$ cat src/rtl/core/ate_pkg.sv
// ============================================================================
// ate_pkg - shared types and constants
// Item and result structs, configuration struct, sequencer states and
// fixed constants of the tempo estimator.
// ============================================================================
package ate_pkg;

    localparam int WINDOW_SAMPLES_DEF = 131072;
    localparam int QUEUE_DEPTH        = 4;

    localparam logic [11:0] BPM_SCALE = 12'd3840;
    localparam logic [17:0] LAG_CAP   = 18'd131072;
    localparam logic [15:0] BPM_MAX   = 16'hFFFF;

    localparam logic [17:0] SAMPLE_RATE_RST   = 18'd48000;
    localparam logic [16:0] MIN_LAG_RST       = 17'd14400;
    localparam logic [17:0] MAX_LAG_RST       = 18'd48000;
    localparam logic [7:0]  MEASURE_COUNT_RST = 8'd5;

    // register indexes on the configuration port
    localparam logic [1:0] REG_SAMPLE_RATE   = 2'd0;
    localparam logic [1:0] REG_MIN_LAG       = 2'd1;
    localparam logic [1:0] REG_MAX_LAG       = 2'd2;
    localparam logic [1:0] REG_MEASURE_COUNT = 2'd3;

    typedef struct packed {
        logic signed [15:0] sample;
        logic               last_sample;
    } t_item;

    typedef struct packed {
        logic [16:0] best_lag;
        logic [15:0] window_bpm;
        logic [15:0] average_bpm;
        logic        final_res;
    } t_res;

    typedef struct packed {
        logic [17:0] sample_rate;
        logic [16:0] min_lag;
        logic [17:0] max_lag;
        logic [7:0]  measure_count;
    } t_cfg;

    typedef enum logic [3:0] {
        S_IDLE,
        S_SUM,
        S_MEAN,
        S_LAG,
        S_CORR,
        S_CMP,
        S_BPM_GO,
        S_BPM,
        S_TALLY,
        S_AVG,
        S_OUT
    } t_state;

endpackage

$ cat src/rtl/core/ate_fifo.sv
// ============================================================================
// ate_fifo - small synchronous queue
// Decouples the sample intake and the result delivery from the back end.
// ============================================================================
module ate_fifo
    import ate_pkg::*;
#(
    parameter int WIDTH = 17,
    parameter int DEPTH = QUEUE_DEPTH
) (
    input  logic             i_clk,
    input  logic             i_rst_n,
    input  logic             i_push,
    input  logic [WIDTH-1:0] i_data,
    output logic             o_full,
    input  logic             i_pop,
    output logic [WIDTH-1:0] o_data,
    output logic             o_empty
);

    localparam int PW = (DEPTH > 1) ? $clog2(DEPTH) : 1;

    logic [WIDTH-1:0] r_mem [DEPTH];
    logic [PW:0]      r_wr;
    logic [PW:0]      r_rd;
    logic             do_push;
    logic             do_pop;

    assign o_empty = (r_wr == r_rd);
    assign o_full  = (r_wr[PW] != r_rd[PW]) && (r_wr[PW-1:0] == r_rd[PW-1:0]);
    assign o_data  = r_mem[r_rd[PW-1:0]];
    assign do_push = i_push && !o_full;
    assign do_pop  = i_pop && !o_empty;

    // advance pointers on each transfer
    always_ff @(posedge i_clk) begin
        if (!i_rst_n) begin
            r_wr <= '0;
            r_rd <= '0;
        end else begin
            if (do_push) begin
                r_wr <= r_wr + 1'b1;
            end
            if (do_pop) begin
                r_rd <= r_rd + 1'b1;
            end
        end
    end

    // store entry
    always_ff @(posedge i_clk) begin
        if (do_push) begin
            r_mem[r_wr[PW-1:0]] <= i_data;
        end
    end

endmodule

$ cat config.mk
export PLATFORM = sky130hd
export DESIGN_NAME = ate_fifo
export DESIGN_NICKNAME = d
export VERILOG_FILES = /design/src/rtl/core/ate_pkg.sv /design/src/rtl/core/ate_fifo.sv
export SDC_FILE = /design/constraint.sdc
export NUM_CORES = 1
export LEC_CHECK = 0
export BUFFER_PORTS_ARGS = -buffer_cell sky130_fd_sc_hd__clkbuf_2
export CORE_MARGIN = 3
export CORE_UTILIZATION = 25
export CTS_CLUSTER_DIAMETER = 40
export DETAILED_ROUTE_END_ITERATION = 16
export GPL_TIMING_DRIVEN = 0
export PLACE_DENSITY = 0.47
export SLEW_MARGIN = 10
export SYNTH_ARGS = -nofsm -noshare
export SYNTH_HDL_FRONTEND = slang
export SYNTH_SLANG_ARGS = --single-unit
export TNS_END_PERCENT = 100
$ cat constraint.sdc
create_clock -name i_clk -period 2.7 [get_ports i_clk]
set_clock_uncertainty 0.1 [all_clocks]
set_input_delay 0.54 -clock i_clk [delete_from_list [all_inputs] [get_ports i_clk]]
set_output_delay 0.54 -clock i_clk [all_outputs]
set_load 0.01 [all_outputs]
==> results.txt <==
- The flow ran to the end, and the final reports show no timing, DRC or antenna violations.
- Horiz. Die Dim: 116 um
- The share of synthesized area in the top cell type comes to 0.676.
- Number of primary I/O pins: 40
* Total CTS buffers: 9
- Critical path's slowest cell: mux4_2
* Final Wtd Congestion: 0.734
- In this run the remaining antenna-violating nets after routing total 0.
* Cell count after synthesis: 157
- After routing the design area is ~3700 um2.
- Max-cap violations in this run came to 0.
- The floorplan step set the die height to 116 um.
* Category of the most critical setup path: register to output pin
- Max IR drop VDD: 0.000287 V
- Pwr dens: 956 nW/um2
- Total internal power: 0.00249 W
- TritonCTS built the clock tree.
* Cells traversed along the worst timing path: buf_4 > mux4_2 > clkbuf_2
- The worst setup path is launched from a register.
* Fin. max-slew vios: 0
- On the worst path, the slowest cell contributes a delay of 0.59 ns.
- STA puts the critical path data arrival time at 1.70 ns.
- Final period utilization: 0.867
- Worst-path fanout max: 17
- Dpl cell area: ~3400 um2
- STA classifies the critical path endpoint as an output pin.
- The worst hold path belongs to the class input pin to register.
- Of the total power, the share spent switching nets is 0.289.
- First drt pass iteration count: 5
* Number of flip-flops and latches in the synthesized netlist: 76
* Total number of yosys warnings: 0
- On the final layout, the worst hold slack is 0.335 ns.
* Slew of the pin with the lowest slew margin: 0.937 ns
* RSZ-0062 raised after global routing: false
- No sink is reached through more buffers than the 2 on the longest clock path.
- Using the TritonRoute via totals, the vias-per-cell ratio works out to approximately 4.6.
- Average instance area after synthesis: a little under 20 um2
- Number of buffers added to fix hold violations after cts: 0
- The analysis attributes to net switching a power of approximately 0.001 W.
* Clock sink count: 76
- Across every metal layer, demand over resource in global routing totals 0.0921.
- The share of total power dissipated in the clock network is 0.291.
- Antenna cells: 0
- Count of distinct cell types in the synthesized netlist: 30
* Final-report hold violation count: 0
* Post-DP HPWL: between 3000 and 4000 um
* Clk Tree Root Cell: clkbuf_16
- For this design the static power due to leakage is about 1.3 nW.
* Ranking of synthesized cells by area: edfxtp_1 68%, mux4_2 13%, dfxtp_1 5.3%
* Area growth syn-to-layout: 21.3%
- Synthesis produced a netlist with a net count of 183.
- Entering global routing, the biggest net connects 18 pins.
* Combinational share of power: 0.264
- The number of antenna violations at the first check in global routing came to 0.
* Wire length of the first global-routing pass: 8960 um
- Port buffering added 39 buffers.
- Once the clock tree was built, the setup fixing pass inserted 0 buffers.
- Clock H-tree levels: 3
* Via total after detailed routing: about 1600
- Total gr overflow: 0
- Detailed router's first-iteration violation count: 94
* Post-route minimum period: 2.34 ns
- Post-synthesis instance area: 3020 um2
* Reg-to-reg slack, setup: approximately 0.44 ns
- For this run, design rule violations remaining after detail routing come to 0.
* Slew HR: 0.375
* Most area-hungry cell type in the Yosys netlist: edfxtp_1
- Required time at the endpoint of the critical path: approximately 2.1 ns
* DIE AREA: 13400 um2
* Highest Clock Rate: 427 MHz
- The number of global-route vias before repair came to 1639.
- For this configuration, the core starts out at a cell density of 0.260.
- Clock-pin slew was measured on the worst setup and hold paths at 0.05 ns.
* Total wire length: ~5700 um
* Final Net Count: 232
* Drt wl/cell: 16.3 um
- Row generation in the floorplan step produced 39 rows.
- The core region is 11600 um2.
* Power share of the sequential group: 0.445
- Sequential fraction of the synthesis area: 0.729
- The number of gates resized after CTS was 0.
* Fraction of layout cells with a size suffix above 1: 0.349
- Setup violations remaining at the end of the flow were counted as 0.
- At the later pin of the worst-skew pair, clock insertion delay measures 0.33 ns.
-- cell usage in the layout (no fill, tap or decap), types with 3 or more instances in the layout --
cell / n
a211o_1: 4
inv_1: 5
nor3_1: 4
xor2_1: 3
and2_1: 4
nand2_1: 3
dfxtp_1: 8
edfxtp_1: 68
ha_1: 5
clkbuf_2: 40
nand3_1: 3
xnor2_1: 3
mux4_2: 17
nand3b_1: 4
o21ai_0: 4
clkbuf_16: 9
-- per-layer routing --
metal  part of all wire  up-vias  global-route usage
li1                   -      735                   -
met1               0.43      806               0.113
met2               0.48       53               0.144
met3              0.075        8              0.0423
met4              0.011        0              0.0325
met5                  0        -                   0
-- cells by family (layout without fill, tap and decap cells) --
kind of cell | count (synthesis) | in the layout | synth area share
xor+xnor | 6 | 6 | 0.0174
simple gates | 24 | 24 | 0.0447
fa+ha+maj | 5 | 5 | 0.0207
compound gates | 18 | 18 | 0.0418
flops | 76 | 76 | 0.729
mux | 17 | 17 | 0.127
buf+inv | 11 | 63 | 0.0195
-- layout make-up --
type | instances | area, um2
inverters | 5 | 18.8
well taps | 143 | 179
repair buffers | 40 | 223
multi-input cells | 70 | 762
flip-flops and latches | 76 | 2200
clock inverters | 3 | 16.3
plain buffers | 4 | 31.3
clock buffers | 11 | 233
fillers | 1154 | 7950
-- sequential cells by signal (all words and copies together) (netlist names), named ones only --
| name | count |
|---|---|
| r_rd | 3 |
| r_mem | 68 |
| r_wr | 3 |
-- metrics by stage --
stage / worst slack, ns / total power, W / TNS (ns) / utilization / cells
after floorplan: 0.480 / 0.00218 / 0 / - / 157
after global placement: -0.407 / 0.00252 / -6.90 / 0.292 / 339
after detailed placement: 0.317 / 0.00254 / 0 / 0.295 / 340
after CTS: 0.0626 / 0.00357 / 0 / 0.316 / 353
after global routing: 0.222 / 0.00371 / 0 / 0.316 / 352
final: 0.360 / 0.00350 / 0 / 0.316 / 352
-- worst max-delay path: cells and delay by family, from the launching register on --
kind | cells | cell delay, ns
DFF | 1 | 0.30
muxes | 1 | 0.59
buffers and inverters | 2 | 0.49
-- path summary, 6_finish.rpt --
path	start	depth (start not counted)	to
max reg2reg	r_rd[1]	4	r_mem[0][15]
min	i_data[14]	1	r_mem[3][14]
min reg2reg	r_wr[2]	2	r_wr[2]
max	register	3	o_data[0]
-- power groups by stage --
stage	Clock [W]	Sequential [W]	Combinational (W)
global route	0.00111	0.00157	0.00103
global placement	0	0.00158	0.000940
floorplan	0	0.00156	0.000621
finish	0.00102	0.00156	0.000925
detailed placement	0	0.00158	0.000960
CTS	0.00105	0.00156	0.000962
-- cell usage after synthesis --
cell and count:
a31oi_1 2, o211ai_1 2, nor2_1 2, buf_2 1, nand3_1 3, inv_1 5, nand4_1 2, buf_6 1
nand2_1 3, a21oi_1 2, xnor2_1 3, dfxtp_1 8, nor3_1 4, and2_1 4, ha_1 5, clkbuf_2 1
clkbuf_4 1, or4_1 1, a41oi_1 2, and3_1 1, buf_1 1, o31a_1 1, a211o_1 4, xor2_1 3
a211oi_1 1, mux4_2 17, edfxtp_1 68, buf_4 1, nand3b_1 4, o21ai_0 4
-- timing repair --
action,in CTS,in global routing
pin swaps,0,0
endpoints found under the setup margin,10,5
gates cloned,0,0
Note: power is estimated with default switching activity, not from simulation.
